## src/rtl/core/sgf_pkg.sv

```systemverilog
// ----------------------------------------------------------------------------
// sgf_pkg
// Shared types and constants of the spring guidance force filter.
// ----------------------------------------------------------------------------
`default_nettype none

package sgf_pkg;

  localparam int POS_W      = 24;
  localparam int DIFF_W     = POS_W + 1;
  localparam int SQ_W       = 2 * DIFF_W;
  localparam int DIST_W     = 26;
  localparam int STIFF_W    = 16;
  localparam int FORCE_W    = 20;
  localparam int PROD_W     = DIST_W + STIFF_W;
  localparam int FORCE_SH   = 8;
  localparam int SQRT_STEPS = 25;
  localparam int CFG_W      = 26;
  localparam int CFG_IDX_W  = 2;

  localparam logic [CFG_IDX_W-1:0] CFG_STIFFNESS = 2'd0;
  localparam logic [CFG_IDX_W-1:0] CFG_DEAD_ZONE = 2'd1;
  localparam logic [CFG_IDX_W-1:0] CFG_MAX_FORCE = 2'd2;

  localparam logic [STIFF_W-1:0] STIFFNESS_RST = 16'd655;
  localparam logic [DIST_W-1:0]  DEAD_ZONE_RST = 26'd7680;
  localparam logic [FORCE_W-1:0] MAX_FORCE_RST = 20'd458752;

  typedef logic signed [POS_W-1:0] pos_t;
  typedef logic [SQ_W-1:0]         sq_t;

  typedef struct packed {
    logic [STIFF_W-1:0] stiffness;
    logic [DIST_W-1:0]  dead_zone;
    logic [FORCE_W-1:0] max_force;
  } cfg_t;

  typedef struct packed {
    logic full;
    logic empty;
  } q_stat_t;

endpackage

`default_nettype wire

```

## src/rtl/core/sgf_front.sv

```systemverilog
// ----------------------------------------------------------------------------
// sgf_front
// Accepts a position transaction and forms the sum of squared axis distances
// with one shared multiplier, then pushes it into the queue.
// ----------------------------------------------------------------------------
`default_nettype none

module sgf_front (
  input  wire logic           clk,
  input  wire logic           rst_n,
  input  wire logic           in_valid,
  output logic                in_ready,
  input  wire sgf_pkg::pos_t  in_effector_x,
  input  wire sgf_pkg::pos_t  in_effector_y,
  input  wire sgf_pkg::pos_t  in_effector_z,
  input  wire sgf_pkg::pos_t  in_goal_x,
  input  wire sgf_pkg::pos_t  in_goal_y,
  input  wire sgf_pkg::pos_t  in_goal_z,
  input  wire logic           q_full,
  output logic                q_push,
  output sgf_pkg::sq_t        q_wdata
);
  import sgf_pkg::*;

  localparam logic [1:0] F_IDLE = 2'd0;
  localparam logic [1:0] F_ACC  = 2'd1;
  localparam logic [1:0] F_PUSH = 2'd2;

  localparam logic [1:0] STEP_LAST = 2'd3;

  logic [1:0]        state_r, state_nxt;
  logic [1:0]        step_r, step_nxt;
  logic [DIFF_W-1:0] dx_r, dy_r, dz_r;
  logic [SQ_W-1:0]   sq_r, acc_r, acc_nxt;
  logic [DIFF_W-1:0] op;
  logic [SQ_W-1:0]   sq;

  function automatic logic [DIFF_W-1:0] abs_diff(pos_t a, pos_t b);
    logic signed [DIFF_W-1:0] d;
    begin
      d = DIFF_W'(a) - DIFF_W'(b);
      abs_diff = d[DIFF_W-1] ? DIFF_W'(-d) : DIFF_W'(d);
    end
  endfunction

  always_comb begin
    case (step_r)
      2'd0:    op = dx_r;
      2'd1:    op = dy_r;
      2'd2:    op = dz_r;
      default: op = '0;
    endcase
  end

  assign sq = op * op;

  always_comb begin
    state_nxt = state_r;
    step_nxt  = step_r;
    acc_nxt   = acc_r;
    q_push    = 1'b0;
    case (state_r)
      F_IDLE: begin
        if (in_valid) begin
          state_nxt = F_ACC;
          step_nxt  = '0;
          acc_nxt   = '0;
        end
      end
      F_ACC: begin
        if (step_r != 2'd0) begin
          acc_nxt = acc_r + sq_r;
        end
        step_nxt = step_r + 2'd1;
        if (step_r == STEP_LAST) begin
          state_nxt = F_PUSH;
        end
      end
      F_PUSH: begin
        if (!q_full) begin
          q_push    = 1'b1;
          state_nxt = F_IDLE;
        end
      end
      default: state_nxt = F_IDLE;
    endcase
  end

  assign in_ready = (state_r == F_IDLE);
  assign q_wdata  = acc_r;

  always_ff @(posedge clk) begin
    if (!rst_n) begin
      state_r <= F_IDLE;
      step_r  <= '0;
    end else begin
      state_r <= state_nxt;
      step_r  <= step_nxt;
    end
  end

  always_ff @(posedge clk) begin
    acc_r <= acc_nxt;
    sq_r  <= sq;
    if (in_valid && in_ready) begin
      dx_r <= abs_diff(in_goal_x, in_effector_x);
      dy_r <= abs_diff(in_goal_y, in_effector_y);
      dz_r <= abs_diff(in_goal_z, in_effector_z);
    end
  end

endmodule

`default_nettype wire

```

## config.mk

```make
export PLATFORM = sky130hd
export DESIGN_NAME = sgf_front
export DESIGN_NICKNAME = d
export VERILOG_FILES = /design/src/rtl/core/sgf_pkg.sv /design/src/rtl/core/sgf_front.sv
export SDC_FILE = /design/constraint.sdc
export NUM_CORES = 2
export LEC_CHECK = 0
export ABC_CLOCK_PERIOD_IN_PS = 10600
export BUFFER_PORTS_ARGS = -buffer_cell sky130_fd_sc_hd__buf_2
export CAP_MARGIN = 20
export CORE_UTILIZATION = 45
export CTS_CLUSTER_DIAMETER = 30
export DETAILED_ROUTE_END_ITERATION = 8
export REMOVE_ABC_BUFFERS = 1
export SYNTH_ARGS = -nofsm -noshare
export SYNTH_HDL_FRONTEND = slang
export SYNTH_SLANG_ARGS = --single-unit
```

## constraint.sdc

```tcl
create_clock -name clk -period 10.6 [get_ports clk]
set_input_delay 1.59 -clock clk [delete_from_list [all_inputs] [get_ports clk]]
set_output_delay 1.59 -clock clk [all_outputs]
set_load 0.1 [all_outputs]
```

==> results.md <==
- CORE AREA: 69190 sq um
- Startpoint Class: register
- Multi-input gate area: 23470 sq um
- Syn. warnings: 0
- DIE AREA: 71510 sq um
- Initial core utilization: 45.82%
- Total CTS buffers: 17
- Hold Path Class: reg -> reg
- DR iter-0 viols: 1786
- Number of flops mapped to enable cells by yosys: 125
- Multiplexer area fraction after synthesis: 0.2289%
- Relative slew slack: 25.54%
- Synth Area in Compound Gates: 12.88%
- Largest net degree at the start of global routing: 76
- Most frequent cells in the layout: 803 x inv_1, 470 x fa_1, 341 x nor2_1, 307 x ha_1, 297 x nand2_1
- Slew Limit Fails: 0
- GRT overflow: 0
- Register area share after synthesis: 15.19%
- Commonest non-fill, non-tap cell in the layout: inv_1
- Initial antenna violation count: 0
- Antenna Nets Post-Route: 0
- Final Critical Period: 9807 ps
- Clock transition at path regs: 70 ps
- # clock sinks: 178
- Kind of critical path: reg -> reg
- Setup total negative slack: 0 ps
- Routed wire length: 86670 um
- DRC: 0
- Final Skew: 17.33 ps
- XOR/XNOR Fraction of Synth Area: 5.581%
- Register area: 4815 sq um
- Htree depth: 4
- Final Cycle Share: 92.52%
- Endpoints failing hold: 0
- Buffers from clock root to sink, at most: 2
- Ratio of cells with drive above 1 in the final layout: 8.141%
- Vias/cell: 5.243
- Slew @ Worst Pin: 1117 ps
- R2R Setup Slk: 790 ps
- Chip height: 267.4 um
- Syn Inst Count: 3617
- CP Capture Type: register
- CTS tree: done
- Critical Path Slowest Stage Cell: fa_1
- Worst Path Arrival: 10180 ps
- Ys flop type: edfxtp_1
- Layout area overhead: 8.052%
- Max cap viols: 0
- Hold Buf Count CTS: 0
- Rows: 96
- Final net count: 4684
- Drt pass-1 iters: 6
- Postcts setup bufs: 0
- HPWL after DPL: 73760 um
- Main combinational cell family by area after synthesis: adder cells
- Netlist cell types: 90
- Final setup violation count: 0
- Post-Syn Area: 31700 sq um
- CTS root buffer: clkbuf_16
- WP data required: 10970 ps
- PortBufs: 199
- Vias in the first global route: 24871
- Critical Path Max Stage Delay: 550 ps
- WL per Instance: 18.43 um
- GRT Overall Usage: 24.89%
- Status: complete, no violations
- Skew-Pair Late Insertion Delay: 500 ps
- FMAX: 0.1020 GHz
- # diodes: 0
- DR vias: 24651
- Post-Synth Simple-Gate Area: 13.39%
- Fillers: 6744
- RSZ-0062 raised after global routing: no
- RD Place Congestion: 0.9841
- Post-synthesis adder-cell area fraction: 41.84%
- Asr flop ratio synth: 0%
- First-pass GRT wire length: 136500 um
- Mean post-synth cell area: 8.764 sq um
- Worst-path maximum fanout: 14
- I/O pin count: 200
- Die Width: 267.4 um
- Synth Register Bits: 178
cell usage after synthesis, drive strengths merged (5+ instances only):
cell	number	area, sq um
clkbuf	92	345.3
buf	9	50.05
a31oi	36	231.5
a41oi	7	61.31
a21o	111	834.6
edfxtp	125	3754
fa	470	9409
clkinv	8	30.03
o21ai	94	478.0
and3	24	150.1
nor2b	19	118.9
o21a	24	180.2
nand4	28	175.2
o2111ai	6	52.55
a2111oi	9	97.60
nor3	37	185.2
nor2	342	1284
o31ai	13	111.4
nand2b	27	168.9
o21bai	21	157.7
o211ai	10	75.07
xor2	78	683.2
a211o	8	70.07
a22oi	23	172.7
o31a	6	52.55
nor4	16	140.1
and4	9	78.83
or2	11	68.82
and2	41	257.8
a211oi	24	190.2
or3	15	95.09
xnor2	124	1086
nand3b	5	37.54
a311oi	7	61.31
nand2	297	1115
dfxtp	53	1061
a21oi	160	804.5
a221oi	10	87.58
a21boi	5	37.54
ha	308	3854
nor3b	7	52.55
inv	806	3025
nand3	38	200.2
mux2i	5	50.05
layer usage:
metal	GRT usage, %	vias to the layer above	part of all wire (%)
li1	-	11888	-
met1	33.22	11757	44
met2	39.80	879	45
met3	5.314	127	7.8
met4	8.819	0	3.0
met5	0	-	0
metrics by stage:
stage	instances	instance area [sq um]	util, %	hold slack (ps)	setup slack (ps)
after floorplan	3516	31300	-	499.3	2276
after global placement	4668	33660	48.65	524.9	610.8
after detailed placement	4668	33660	48.65	539.2	444.8
after CTS	4700	34230	49.47	551.7	453.3
after global routing	4702	34250	49.51	584.4	260.5
final	4702	34250	49.51	548.9	793.3
cell type report:
type	instances	area share, %
clock buffers	17	1.242
flip-flops and latches	178	14.06
well taps	931	3.401
clock inverters	15	0.4237
multi-input cells	2524	68.51
inverters	814	8.931
repair buffers	223	3.437
registers in the layout (all words and copies together), names as in the netlist:
| signal | count |
|---|---|
| step_r | 2 |
| state_r | 2 |
| q_wdata | 50 |
| dx_r | 25 |
| dz_r | 25 |
| sq_r | 49 |
| dy_r | 25 |
worst max-delay path: cells and delay by family, from the launching register on:
kind                       cells  cell delay, ps
adders and majority gates      9            4410
and+or+nand+nor                7            1950
AOI/OAI and AO/OA              5            1510
buffers and inverters          9            1190
DFF                            1             360
muxes                          1             240
cells by family after synthesis:
family                   after synthesis
buffers and inverters                915
multiplexers                           7
adder cells (fa/ha/maj)              778
XOR/XNOR                             202
flip-flops                           178
AO/OA/AOI/OAI                        609
AND/OR/NAND/NOR                      928
worst paths after layout:
kind | depth (start not counted) | to | from
setup / recovery | 31 | sq_r[49]$_DFF_P_ | step_r[0]$_SDFFE_PN0P_
hold / removal | 2 | state_r[1]$_SDFFE_PN0P_ | state_r[1]$_SDFFE_PN0P_
setup reg to reg | 31 | sq_r[49]$_DFF_P_ | step_r[0]$_SDFFE_PN0P_
hold reg to reg | 2 | state_r[1]$_SDFFE_PN0P_ | state_r[1]$_SDFFE_PN0P_
what timing repair did:
| action | CTS | global route |
|---|---|---|
| hold endpoints to repair | 0 | 0 |
| resized for setup | 0 | 3 |
| setup endpoints to repair | 0 | 1 |
Power is not shown: default switching activity piles up to over one toggle a cycle in this logic, so the estimate is an artifact.
