--- src/rtl/core/sgf_pkg.sv ---
// ----------------------------------------------------------------------------
// sgf_pkg
// Shared types and constants of the spring guidance force filter.
// ----------------------------------------------------------------------------
`default_nettype none

package sgf_pkg;

  localparam int POS_W      = 24;
  localparam int DIFF_W     = POS_W + 1;
  localparam int SQ_W       = 2 * DIFF_W;
  localparam int DIST_W     = 26;
  localparam int STIFF_W    = 16;
  localparam int FORCE_W    = 20;
  localparam int PROD_W     = DIST_W + STIFF_W;
  localparam int FORCE_SH   = 8;
  localparam int SQRT_STEPS = 25;
  localparam int CFG_W      = 26;
  localparam int CFG_IDX_W  = 2;

  localparam logic [CFG_IDX_W-1:0] CFG_STIFFNESS = 2'd0;
  localparam logic [CFG_IDX_W-1:0] CFG_DEAD_ZONE = 2'd1;
  localparam logic [CFG_IDX_W-1:0] CFG_MAX_FORCE = 2'd2;

  localparam logic [STIFF_W-1:0] STIFFNESS_RST = 16'd655;
  localparam logic [DIST_W-1:0]  DEAD_ZONE_RST = 26'd7680;
  localparam logic [FORCE_W-1:0] MAX_FORCE_RST = 20'd458752;

  typedef logic signed [POS_W-1:0] pos_t;
  typedef logic [SQ_W-1:0]         sq_t;

  typedef struct packed {
    logic [STIFF_W-1:0] stiffness;
    logic [DIST_W-1:0]  dead_zone;
    logic [FORCE_W-1:0] max_force;
  } cfg_t;

  typedef struct packed {
    logic full;
    logic empty;
  } q_stat_t;

endpackage

`default_nettype wire

--- src/rtl/core/sgf_queue.sv ---
// ----------------------------------------------------------------------------
// sgf_queue
// Two-entry queue of squared-distance sums between front and back.
// ----------------------------------------------------------------------------
`default_nettype none

module sgf_queue (
  input  wire logic         clk,
  input  wire logic         rst_n,
  input  wire logic         push,
  input  wire sgf_pkg::sq_t wdata,
  input  wire logic         pop,
  output sgf_pkg::sq_t      rdata,
  output sgf_pkg::q_stat_t  stat
);
  import sgf_pkg::*;

  logic [SQ_W-1:0] slot_q [2];
  logic            wr_ptr_r, rd_ptr_r;
  logic [1:0]      count_r;
  logic            do_push, do_pop;

  assign stat.full  = (count_r == 2'd2);
  assign stat.empty = (count_r == 2'd0);
  assign do_push    = push && !stat.full;
  assign do_pop     = pop && !stat.empty;
  assign rdata      = slot_q[rd_ptr_r];

  always_ff @(posedge clk) begin
    if (!rst_n) begin
      wr_ptr_r <= 1'b0;
      rd_ptr_r <= 1'b0;
      count_r  <= '0;
    end else begin
      if (do_push) begin
        wr_ptr_r <= ~wr_ptr_r;
      end
      if (do_pop) begin
        rd_ptr_r <= ~rd_ptr_r;
      end
      if (do_push && !do_pop) begin
        count_r <= count_r + 2'd1;
      end else if (do_pop && !do_push) begin
        count_r <= count_r - 2'd1;
      end
    end
  end

  always_ff @(posedge clk) begin
    if (do_push) begin
      slot_q[wr_ptr_r] <= wdata;
    end
  end

endmodule

`default_nettype wire

--- config.mk ---
export PLATFORM = sky130hd
export DESIGN_NAME = sgf_queue
export DESIGN_NICKNAME = d
export VERILOG_FILES = /design/src/rtl/core/sgf_pkg.sv /design/src/rtl/core/sgf_queue.sv
export SDC_FILE = /design/constraint.sdc
export NUM_CORES = 1
export LEC_CHECK = 0
export ABC_AREA = 1
export CAP_MARGIN = 10
export CORE_UTILIZATION = 55
export CTS_CLUSTER_DIAMETER = 50
export CTS_CLUSTER_SIZE = 14
export DETAILED_ROUTE_END_ITERATION = 8
export DONT_BUFFER_PORTS = 1
export PLACE_DENSITY = 0.76
export SLEW_MARGIN = 0
export SYNTH_ARGS = -nofsm -noshare
export SYNTH_HDL_FRONTEND = slang
export SYNTH_SLANG_ARGS = --single-unit
--- constraint.sdc ---
create_clock -name clk -period 3.2 [get_ports clk]
set_input_delay 0.48 -clock clk [delete_from_list [all_inputs] [get_ports clk]]
set_output_delay 0.48 -clock clk [all_outputs]
set_load 0.005 [all_outputs]
==> insert_results.sql, run 1 <==
INSERT INTO impl_metrics (metric_group, metric, value, unit) VALUES
('die', 'die_height', '88.45', 'um'),
('run_status', 'status', 'completed', ''),
('die', 'start_util', '56.67', '%'),
('final_layout', 'final-seq-area', '3107', 'um^2'),
('power', 'worst_ir_drop_vdd', '0.4939', 'mV'),
('yosys', 'seq_area_frac_synth', '75.49', '%'),
('setup_path', 'timing.critical_path.to', 'rdata[11]', ''),
('sta', 'final.setup_skew', '8.973', 'ps'),
('sta', 'fmax', '0.4523', 'GHz'),
('setup_path', 'critical-path-max-stage-delay', '940', 'ps'),
('cts', 'cts-resized-gates', '0', ''),
('die', 'fp.coreArea', '7253', 'um^2'),
('die', 'core.rowCount', '31', ''),
('grt', 'use_met3', '8.116', '%'),
('yosys', 'summed_instance_area_of_the_synthesized_netlist', '4110', 'um^2'),
('setup_path', 'critical_path_class', 'reg -> out', ''),
('sta', 'timing.final.crit_share', '69.08', '%'),
('power', 'p_total', '3.266', 'mW'),
('cts', 'clockRootBuffer', 'sky130_fd_sc_hd__clkbuf_8', ''),
('cts', 'tritoncts_num_sinks', '105', ''),
('place', 'detailedPlacementHpwl', '4.488', 'mm'),
('final_layout', 'antenna_cells', '0', ''),
('sta', 'grt_setup_unrepaired', 'no', ''),
('routing', 'detail_route.iter0.violations', '42', ''),
('yosys', 'largest_cells_by_area_after_synthesis', 'sky130_fd_sc_hd__edfxtp_1 (73%), sky130_fd_sc_hd__mux2_4 (18%), sky130_fd_sc_hd__buf_12 (2.4%)', ''),
('final_layout', 'nets', '258', ''),
('setup_path', 'timing.critical_path.arrival', '1730', 'ps'),
('hold_path', 'hold_path.class', 'in -> reg', ''),
('setup_path', 'cpLargestDelayFamily', 'flip-flops', ''),
('final_layout', 'layout.filler_cells', '518', ''),
('grt', 'antenna_found_initial', '0', ''),
('die', 'io_pins', '106', ''),
('routing', 'detail_route.wirelength', '6.336', 'mm'),
('cts', 'cts_buffers', '9', ''),
('sta', 'fin_tns_setup', '0', 'ps'),
('sta', 'hold_slack', '215.4', 'ps'),
('grt', 'grt_first_pass_wirelength', '9.163', 'mm'),
('cts', 'ctsHoldBuffers', '0', ''),
('sta', 'drv_slew', '0', ''),
('cts', 'clk_path_buf_depth', '2', ''),
('grt', 'grt_overflow_total', '0', ''),
('routing', 'detail_route.vias_per_cell', '5.378', ''),
('power', 'sw_frac_of_total', '26.96', '%'),
('yosys', 'ys_seq_elements', '105', ''),
('sta', 'relSlewSlack', '38.07', '%'),
('routing', 'drtAntennaViolNets', '0', ''),
('power', 'p_int', '2.385', 'mW'),
('cts', 'cts_htree_levels', '3', ''),
('power', 'p_leak', '1.538', 'nW'),
('cts', 'postCtsSetupRepairBufs', '0', ''),
('place', 'io_buffers', '0', ''),
('setup_path', 'crit_path_cell_chain', 'mux2_4', ''),
('die', 'die_area', '7823', 'um^2'),
('final_layout', 'multi_input_area', '877.1', 'um^2'),
('yosys', 'synthCells', '194', ''),
('power', 'seq_power_share', '58.0', '%'),
('yosys', 'yosysTopAreaCellShare', '73.06', '%'),
('final_layout', 'mostFrequentLayoutCells', 'sky130_fd_sc_hd__edfxtp_1 (100), sky130_fd_sc_hd__mux2_4 (50), sky130_fd_sc_hd__inv_1 (9), sky130_fd_sc_hd__nor2_1 (9), sky130_fd_sc_hd__clkbuf_8 (9)', ''),
('final_layout', 'layout.cells.most_common', 'sky130_fd_sc_hd__edfxtp_1', ''),
('setup_path', 'timing.critical_path.from_type', 'register', ''),
('sta', 'timing_hold_violations_final', '0', ''),
('die', 'fp.dieW', '88.45', 'um'),
('routing', 'wl_per_cell', '20.64', 'um'),
('power', 'power_frac_comb', '19.1', '%'),
('cts', 'cts_tree', 'yes', ''),
('routing', 'drc', '0', ''),
('setup_path', 'critical_path_buf_inv_count', '0', ''),
('setup_path', 'critPathRequiredTime', '2720', 'ps'),
('grt', 'track_usage', '16.97', '%'),
('yosys', 'synth_area_leader_cell', 'sky130_fd_sc_hd__edfxtp_1', ''),
('routing', 'detailroute.via_count', '1651', '');
## metrics by stage
stage | instances | area, um^2 | utilization, % | setup slack [ps]
6_report | 307 | 4359 | 60.10 | 989.3
5_1_grt | 307 | 4359 | 60.10 | 924.3
4_1_cts | 307 | 4359 | 60.10 | 964.2
3_5_place_dp | 291 | 4172 | 57.51 | 1347
3_3_place_gp | 291 | 4172 | 57.51 | 1428
2_1_floorplan | 194 | 4110 | - | 97.94
## Yosys cell counts
library cell,instances
sky130_fd_sc_hd__edfxtp_1,100
sky130_fd_sc_hd__ha_1,1
sky130_fd_sc_hd__a21oi_1,1
sky130_fd_sc_hd__o21ai_0,2
sky130_fd_sc_hd__nand2_1,6
sky130_fd_sc_hd__buf_12,5
sky130_fd_sc_hd__dfxtp_1,5
sky130_fd_sc_hd__nand3_1,1
sky130_fd_sc_hd__o21ai_2,1
sky130_fd_sc_hd__nand4_1,1
sky130_fd_sc_hd__nor2_1,11
sky130_fd_sc_hd__mux2_4,50
sky130_fd_sc_hd__buf_6,1
sky130_fd_sc_hd__inv_1,9
## routing by layer
layer	routed length, um	up-vias	part of all wire [%]
li1	-	751	-
met1	2189	826	35
met2	3458	60	55
met3	551	14	8.7
met4	136	0	2.1
met5	0	-	0
## layout make-up
class	instances	area share [%]
clock buffers	9	2.842
multi-input cells	74	20.12
flip-flops and latches	105	71.27
well taps	99	2.842
clock inverters	7	1.464
repair buffers	4	0.6889
inverters	9	0.7750
## flip-flops by register name (all words and copies together) (netlist names), named ones only
| signal | cells |
|---|---|
| count_r | 2 |
| wr_ptr_r | 1 |
| rd_ptr_r | 1 |
| slot_q | 100 |
## power by group through the flow
stage / Clock (mW) / Sequential (mW) / Combinational (mW)
floorplan: 0 / 1.82 / 0.670
global placement: 0 / 1.91 / 0.600
detailed placement: 0 / 1.93 / 0.635
CTS: 0.770 / 1.90 / 0.637
global route: 0.823 / 1.92 / 0.684
finish: 0.749 / 1.89 / 0.624
## worst min-delay path by stage
stage	slack (ps)	from	depth (start not counted)	end
after global placement	480	rd_ptr_r$_SDFFE_PN0P_	2	register
after global routing	180	wdata[24]	0	slot_q[0][24]$_DFFE_PP_
after floorplan	470	rd_ptr_r$_SDFFE_PN0P_	2	register
final	220	wdata[28]	0	slot_q[0][28]$_DFFE_PP_
after CTS	200	wdata[24]	0	slot_q[0][24]$_DFFE_PP_
after detailed placement	540	rd_ptr_r$_SDFFE_PN0P_	2	rd_ptr_r$_SDFFE_PN0P_
## worst register-to-register path: stages (launching register included)
cell and delay [ps]:
sky130_fd_sc_hd__dfxtp_1 340, sky130_fd_sc_hd__inv_1 120, sky130_fd_sc_hd__o21ai_2 130, sky130_fd_sc_hd__nor2_4 540
sky130_fd_sc_hd__buf_4 370
## kinds of logic (layout without fill, tap and decap cells)
family	after synthesis	count (layout)	synth area share [%]
compound gates	4	4	0.5783
fa+ha+maj	1	1	0.3044
buf+inv	15	29	3.531
flops	105	105	75.49
mux	50	50	18.26
simple gates	19	19	1.826
No activity file was read; power rests on OpenSTA's default activity.
==> inputs of run 2 (changes only) <==
- ABC_AREA: 1 -> 0
- clock period: 3.2 -> 1.9 ns (I/O delays scaled with it)
==> run 2 against run 1 <==
Register-to-register slack got worse by 1100 ps. First-iteration DRC count increased to 3.1 times the previous value. Routed wire length is 3.7% higher. Count of clock-buffer cells in the layout stayed put. Worst hold slack worse by 170 ps. Combinational power rose by 94%. Critical path depth grew 1. Clock skew barely moved. Non-clock buffer count increased by 56. Critical path type unchanged. Via count grew 9.3%.
==> insert_results.sql, run 2 <==
INSERT INTO impl_metrics (metric_group, metric, value, unit) VALUES
('run_status', 'status', 'completed', ''),
('grt', 'track_usage', '18.56', '%'),
('grt', 'global_route.usage.met1', '18.62', '%'),
('routing', 'drc', '0', ''),
('final_layout', 'mostFrequentLayoutCells', 'sky130_fd_sc_hd__edfxtp_1 (100), sky130_fd_sc_hd__dlygate4sd3_1 (54), sky130_fd_sc_hd__mux2_2 (46)', ''),
('sta', 'grt_setup_unrepaired', 'no', ''),
('final_layout', 'flow.area_growth_from_synthesis', '22.75', '%'),
('cts', 'cts_htree_levels', '3', ''),
('cts', 'cts_tree', 'yes', ''),
('final_layout', 'multi_input_area', '704.4', 'um^2'),
('die', 'die_area', '7299', 'um^2'),
('sta', 'worst_max_slew_pin_slew', '417.4', 'ps'),
('routing', 'detailroute.via_count', '1804', ''),
('setup_path', 'critical_path_buf_inv_count', '1', ''),
('yosys', 'ys_seq_elements', '105', ''),
('grt', 'maximum_number_of_pins_on_one_net_before_global_route_repair', '32', ''),
('routing', 'detail_route.iter0.violations', '129', ''),
('yosys', 'synth_edf_count', '100', ''),
('cts', 'clk-insertion-delay-late', '360', 'ps'),
('place', 'placed_cell_area', '3965', 'um^2'),
('sta', 'setup_viol_count_final', '0', ''),
('grt', 'global_route.usage.met2', '33.82', '%'),
('die', 'io_pins', '106', ''),
('grt', 'antenna_found_initial', '0', ''),
('sta', 'hold_slack', '45.80', 'ps'),
('yosys', 'synth_area_leader_cell', 'sky130_fd_sc_hd__edfxtp_1', ''),
('yosys', 'primary_flip_flop_cell_chosen_by_synthesis_mapping', 'sky130_fd_sc_hd__edfxtp_1', ''),
('yosys', 'yosysTopAreaCellShare', '78.43', '%'),
('setup_path', 'critical-path-max-stage-delay', '420', 'ps'),
('sta', 'relSlewSlack', '72.18', '%'),
('setup_path', 'crit_fanout', '30', ''),
('yosys', 'synthDistinctLibCells', '22', ''),
('sta', 'timing.final.crit_share', '92.54', '%'),
('yosys', 'seq_area_frac_synth', '81.05', '%'),
('final_layout', 'final-seq-area', '3105', 'um^2'),
('yosys', 'syn_area_per_cell', '21.15', 'um^2'),
('yosys', 'number_of_synthesis_warnings', '0', ''),
('cts', 'clockRootBuffer', 'sky130_fd_sc_hd__clkbuf_8', ''),
('grt', 'grt_first_pass_wirelength', '9.597', 'mm'),
('final_layout', 'layout.cells.most_common', 'sky130_fd_sc_hd__edfxtp_1', ''),
('power', 'power.density', '1180', 'nW/um^2'),
('place', 'io_buffers', '0', ''),
('die', 'core.rowCount', '30', ''),
('routing', 'drt_pass1_iterations', '4', ''),
('yosys', 'post_synth_most_frequent_cells', 'sky130_fd_sc_hd__edfxtp_1 (100), sky130_fd_sc_hd__mux2_2 (46), sky130_fd_sc_hd__buf_2 (5), sky130_fd_sc_hd__dfxtp_1 (5), sky130_fd_sc_hd__mux2_1 (4)', ''),
('cts', 'tritoncts_num_sinks', '105', ''),
('cts', 'clk_path_buf_depth', '2', ''),
('power', 'worst_ir_drop_vdd', '0.8425', 'mV'),
('final_layout', 'largest_register_ffs', '100', ''),
('sta', 'fin_tns_setup', '0', 'ps'),
('grt', 'top_usage_layer', 'met2', ''),
('setup_path', 'timing.critical_path.arrival', '1470', 'ps'),
('power', 'p_total', '5.544', 'mW'),
('routing', 'drtAntennaViolNets', '0', ''),
('sta', 'period_minus_slack', '1758', 'ps'),
('setup_path', 'critical_path_class', 'reg -> out', ''),
('final_layout', 'final_cells', '331', ''),
('place', 'place_congestion', '0.7183', ''),
('sta', 'drv_slew', '0', ''),
('die', 'fp.dieW', '85.44', 'um'),
('final_layout', 'nets', '301', ''),
('final_layout', 'layout-drive-gt1-share', '29.08', '%'),
('routing', 'wl_per_cell', '19.85', 'um'),
('sta', 'final.setup_skew', '8.777', 'ps'),
('cts', 'cts.reportedPaths.clkPinSlew', '90', 'ps'),
('setup_path', 'crit_path_cell_chain', 'buf_4 -> mux2_2', ''),
('place', 'detailedPlacementHpwl', '4.040', 'mm'),
('setup_path', 'timing.critical_path.from_type', 'register', ''),
('grt', 'use_met3', '5.934', '%'),
('sta', 'fmax', '0.5687', 'GHz'),
('yosys', 'summed_instance_area_of_the_synthesized_netlist', '3829', 'um^2'),
('final_layout', 'largest_registers', 'slot_q: 100 flops, count_r: 2 flops', ''),
('place', 'placed_instances', '261', ''),
('routing', 'detail_route.vias_per_cell', '5.450', ''),
('cts', 'cts_buffers', '9', ''),
('yosys', 'largest_cells_by_area_after_synthesis', 'sky130_fd_sc_hd__edfxtp_1 (78%), sky130_fd_sc_hd__mux2_2 (14%), sky130_fd_sc_hd__dfxtp_1 (2.6%)', ''),
('die', 'fp.coreArea', '6756', 'um^2'),
('final_layout', 'top_register', 'slot_q', ''),
('setup_path', 'critPathRequiredTime', '1620', 'ps'),
('routing', 'detail_route.wirelength', '6.572', 'mm'),
('yosys', 'synth_most_common_cell', 'sky130_fd_sc_hd__edfxtp_1', ''),
('setup_path', 'critical_path.endpoint_type', 'output pin', ''),
('setup_path', 'timing.critical_path.slowest_stage_cell', 'sky130_fd_sc_hd__mux2_2', ''),
('final_layout', 'layout.filler_cells', '429', ''),
('yosys', 'synthCells', '181', ''),
('die', 'start_util', '56.67', '%'),
('sta', 'timing_hold_violations_final', '0', ''),
('grt', 'number_of_global_route_vias_before_repair', '2003', ''),
('final_layout', 'antenna_cells', '0', ''),
('die', 'die_height', '85.44', 'um'),
('setup_path', 'cpLargestDelayFamily', 'multiplexers', ''),
('grt', 'grt_overflow_total', '0', ''),
('hold_path', 'hold_path.class', 'in -> reg', ''),
('power', 'p_leak', '1.570', 'nW'),
('final_layout', 'post-route-cell-area', '4700', 'um^2'),
('yosys', 'synthArstFlopShare', '0', '%'),
('run', 'maxCapViolations', '0', ''),
('yosys', 'synth_fp_nets', '236', '');
## run 2: cell count changes after synthesis, moves of 2 or more
| cell | previous run | this run |
|---|---|---|
| sky130_fd_sc_hd__and2_1 | 0 | 3 |
| sky130_fd_sc_hd__buf_12 | 5 | 0 |
| sky130_fd_sc_hd__buf_2 | 0 | 5 |
| sky130_fd_sc_hd__inv_1 | 9 | 1 |
| sky130_fd_sc_hd__mux2_1 | 0 | 4 |
| sky130_fd_sc_hd__mux2_2 | 0 | 46 |
| sky130_fd_sc_hd__mux2_4 | 50 | 0 |
| sky130_fd_sc_hd__nand2_1 | 6 | 0 |
| sky130_fd_sc_hd__nor2_1 | 11 | 2 |
| sky130_fd_sc_hd__xnor2_1 | 0 | 2 |
## run 2: metal layers
layer  wire length (um)  part of all wire [%]
met1               2340                    36
met4                116                   1.8
met3                392                   6.0
met5                  0                     0
met2               3723                    57
## run 2: final timing paths
kind                            from                      end  slack, ps  cells after the start
max reg2reg  count_r[0]$_SDFFE_PN0P_  count_r[1]$_SDFFE_PN0P_        340                      6
max                         register                rdata[39]        140                      2
min reg2reg  count_r[1]$_SDFFE_PN0P_  count_r[1]$_SDFFE_PN0P_        570                      2
min                            rst_n    rd_ptr_r$_SDFFE_PN0P_         50                      1
## run 2: cell families after synthesis
kind of cell	after synthesis	share of synthesized area, %
xor+xnor	3	0.6864
fa+ha+maj	1	0.3267
buf+inv	8	0.9473
compound gates	5	0.8496
simple gates	9	1.438
mux	50	14.71
flops	105	81.05
## run 2: area by class of cell
type / instances / share of cell area (%)
inverters: 2 / 0.2130
repair buffers: 60 / 12.46
well taps: 80 / 2.130
multi-input cells: 68 / 14.99
clock buffers: 9 / 2.636
clock inverters: 7 / 1.491
flip-flops and latches: 105 / 66.08
## run 2: where the power goes
part           internal [mW]  switching, mW  total [mW]
sequential              2.91          0.101        3.01
clock                  0.606          0.720        1.33
combinational          0.570          0.637        1.21
## run 2: per-stage QoR
step / setup slack [ps] / util [%]
2_1_floorplan: -310.5 / -
3_3_place_gp: 454.0 / 58.69
3_5_place_dp: 376.6 / 58.69
4_1_cts: 114.9 / 68.52
5_1_grt: 57.67 / 69.56
6_report: 141.7 / 69.56
## run 2: timing repair
item	CTS	global route
setup buffers	0	0
gates resized for setup	0	0
hold buffers	47	7
hold endpoints to repair	90	10
## run 2: worst reg2reg max path: stages (launching register included)
cell	delay, ps
sky130_fd_sc_hd__dfxtp_2	390
sky130_fd_sc_hd__nand2b_4	160
sky130_fd_sc_hd__inv_4	50
sky130_fd_sc_hd__nor2_1	110
sky130_fd_sc_hd__ha_1	280
sky130_fd_sc_hd__or3_1	350
sky130_fd_sc_hd__a21boi_1	150
==> inputs of run 3 (changes only) <==
- HOLD_SLACK_MARGIN: unset -> 0.05
==> run 3 against run 2 <==
Power is 0.10% higher. Final cell count is 0.91% lower. Combinational power hardly changed. Sequential cell count stayed put. Non-clock buffer count is 3 lower. First-iteration DRC count is 7.0% lower. Sequential power hardly changed. Count of clock-buffer cells in the layout stayed put. Setup slack worse by 12 ps. Global-route usage is 0.30 points higher. Critical path depth stayed put. Critical endpoint unchanged. Largest power group unchanged.
==> insert_results.sql, run 3 (synthesis results as in run 2) <==
INSERT INTO impl_metrics (metric_group, metric, value, unit) VALUES
('run_status', 'status', 'completed', ''),
('die', 'die_area', '7299', 'um^2'),
('place', 'detailedPlacementHpwl', '4.040', 'mm'),
('sta', 'relSlewSlack', '72.17', '%'),
('cts', 'postCtsSetupRepairBufs', '0', ''),
('final_layout', 'flow.area_growth_from_synthesis', '21.96', '%'),
('routing', 'drc', '0', ''),
('sta', 'timing.final.crit_share', '93.17', '%'),
('place', 'place_congestion', '0.7183', ''),
('sta', 'fmax', '0.5649', 'GHz'),
('final_layout', 'largest_registers', 'slot_q: 100 flops, count_r: 2 flops', ''),
('sta', 'fin_tns_setup', '0', 'ps'),
('final_layout', 'antenna_cells', '0', ''),
('cts', 'cts_htree_levels', '3', ''),
('cts', 'cts.reportedPaths.clkPinSlew', '90', 'ps'),
('sta', 'worst_max_slew_pin_slew', '417.5', 'ps'),
('cts', 'cts_buffers', '9', ''),
('setup_path', 'cpLargestDelayFamily', 'multiplexers', ''),
('routing', 'detail_route.vias_per_cell', '5.570', ''),
('power', 'p_leak', '1.557', 'nW'),
('place', 'placed_instances', '261', ''),
('cts', 'clockRootBuffer', 'sky130_fd_sc_hd__clkbuf_8', ''),
('power', 'worst_ir_drop_vdd', '0.9860', 'mV'),
('final_layout', 'layout-drive-gt1-share', '29.44', '%'),
('sta', 'grt_setup_unrepaired', 'no', ''),
('final_layout', 'layout.cells.most_common', 'sky130_fd_sc_hd__edfxtp_1', ''),
('place', 'io_buffers', '0', ''),
('power', 'power.density', '1189', 'nW/um^2'),
('run', 'maxCapViolations', '0', ''),
('sta', 'drv_slew', '0', ''),
('final_layout', 'largest_register_ffs', '100', ''),
('setup_path', 'critPathRequiredTime', '1620', 'ps'),
('sta', 'setup_viol_count_final', '0', ''),
('die', 'die_height', '85.44', 'um'),
('setup_path', 'critical-path-max-stage-delay', '420', 'ps'),
('die', 'fp.coreArea', '6756', 'um^2'),
('routing', 'detail_route.iter0.violations', '120', ''),
('die', 'io_pins', '106', ''),
('setup_path', 'critical_path_class', 'reg -> out', ''),
('setup_path', 'timing.critical_path.arrival', '1490', 'ps'),
('sta', 'period_minus_slack', '1770', 'ps'),
('die', 'start_util', '56.67', '%'),
('grt', 'maximum_number_of_pins_on_one_net_before_global_route_repair', '32', ''),
('grt', 'grt_overflow_total', '0', ''),
('routing', 'detail_route.wirelength', '6.606', 'mm'),
('grt', 'track_usage', '18.85', '%'),
('die', 'core.rowCount', '30', ''),
('hold_path', 'hold_path.class', 'in -> reg', ''),
('grt', 'number_of_global_route_vias_before_repair', '2019', ''),
('setup_path', 'timing.critical_path.from_type', 'register', ''),
('setup_path', 'crit_fanout', '30', ''),
('routing', 'wl_per_cell', '20.14', 'um'),
('cts', 'tritoncts_num_sinks', '105', ''),
('cts', 'clk_path_buf_depth', '2', ''),
('setup_path', 'critical_path.endpoint_type', 'output pin', ''),
('final_layout', 'mostFrequentLayoutCells', 'sky130_fd_sc_hd__edfxtp_1 (100), sky130_fd_sc_hd__dlygate4sd3_1 (51), sky130_fd_sc_hd__mux2_2 (46)', ''),
('cts', 'cts-resized-gates', '0', ''),
('routing', 'drt_pass1_iterations', '4', ''),
('setup_path', 'critical_path_buf_inv_count', '1', ''),
('grt', 'grt_first_pass_wirelength', '9.804', 'mm'),
('grt', 'antenna_found_initial', '0', ''),
('cts', 'cts_tree', 'yes', ''),
('routing', 'drtAntennaViolNets', '0', ''),
('final_layout', 'top_register', 'slot_q', ''),
('setup_path', 'timing.critical_path.slowest_stage_cell', 'sky130_fd_sc_hd__mux2_2', ''),
('die', 'fp.dieW', '85.44', 'um'),
('sta', 'timing_hold_violations_final', '0', ''),
('cts', 'clk-insertion-delay-late', '370', 'ps'),
('final_layout', 'nets', '298', ''),
('final_layout', 'final_cells', '328', ''),
('sta', 'final.setup_skew', '10.21', 'ps'),
('setup_path', 'crit_path_cell_chain', 'buf_4 -> mux2_2', ''),
('routing', 'detailroute.via_count', '1827', '');
run 3: worst paths after layout:
kind	end	cells after the start	startpoint	slack, ps
worst max-delay path	rdata[39]	2	register	130
worst min-delay path	count_r[1]$_SDFFE_PN0P_	1	rst_n	80
worst max register to register	count_r[1]$_SDFFE_PN0P_	6	count_r[0]$_SDFFE_PN0P_	330
worst min register to register	count_r[1]$_SDFFE_PN0P_	2	count_r[1]$_SDFFE_PN0P_	580
run 3: stage by stage:
step / utilization [%] / cell area [um^2] / setup WS, ps / total power [mW] / hold WS [ps]
floorplan: - / 3847 / -310.5 / 3.928 / 383.9
detailed placement: 58.69 / 3965 / 376.6 / 4.177 / 383.9
CTS: 69.11 / 4669 / 114.9 / 5.588 / 59.38
global route: 69.11 / 4669 / 58.04 / 5.790 / 55.96
finish: 69.11 / 4669 / 129.8 / 5.550 / 76.68
global placement: 58.69 / 3965 / 454.0 / 4.103 / 384.0
run 3: worst register-to-register path, cell delays in order, from the launching register on:
cell	delay, ps
sky130_fd_sc_hd__dfxtp_2	390
sky130_fd_sc_hd__nand2b_4	160
sky130_fd_sc_hd__inv_4	50
sky130_fd_sc_hd__nor2_1	120
sky130_fd_sc_hd__ha_1	280
sky130_fd_sc_hd__or3_1	350
sky130_fd_sc_hd__a21boi_1	150
run 3: routing by layer:
metal	wire, um	up-vias	GRT usage (%)
met1	2337	911	19.08
met5	0	-	0
li1	-	830	-
met4	157	0	10.15
met2	3748	69	34.62
met3	363	17	5.642
run 3: layout make-up:
type,instances,area [um^2]
clock buffer,9,123.9
tap,80,100.1
multi-input combinational,68,704.4
inverter,2,10.01
clock inverter,7,70.07
timing repair buffer,57,555.5
sequential,105,3105
fill,434,2087
run 3: where the power goes:
part / internal (mW) / switching, mW / total, mW
sequential: 2.91 / 0.103 / 3.01
combinational: 0.567 / 0.642 / 1.21
clock: 0.606 / 0.723 / 1.33
total: 4.08 / 1.47 / 5.55
run 3: timing repair:
| item | CTS | global route |
|---|---|---|
| endpoints found under the setup margin | 0 | 0 |
| hold buffers | 51 | 0 |
| endpoints found under the hold margin | 104 | 0 |
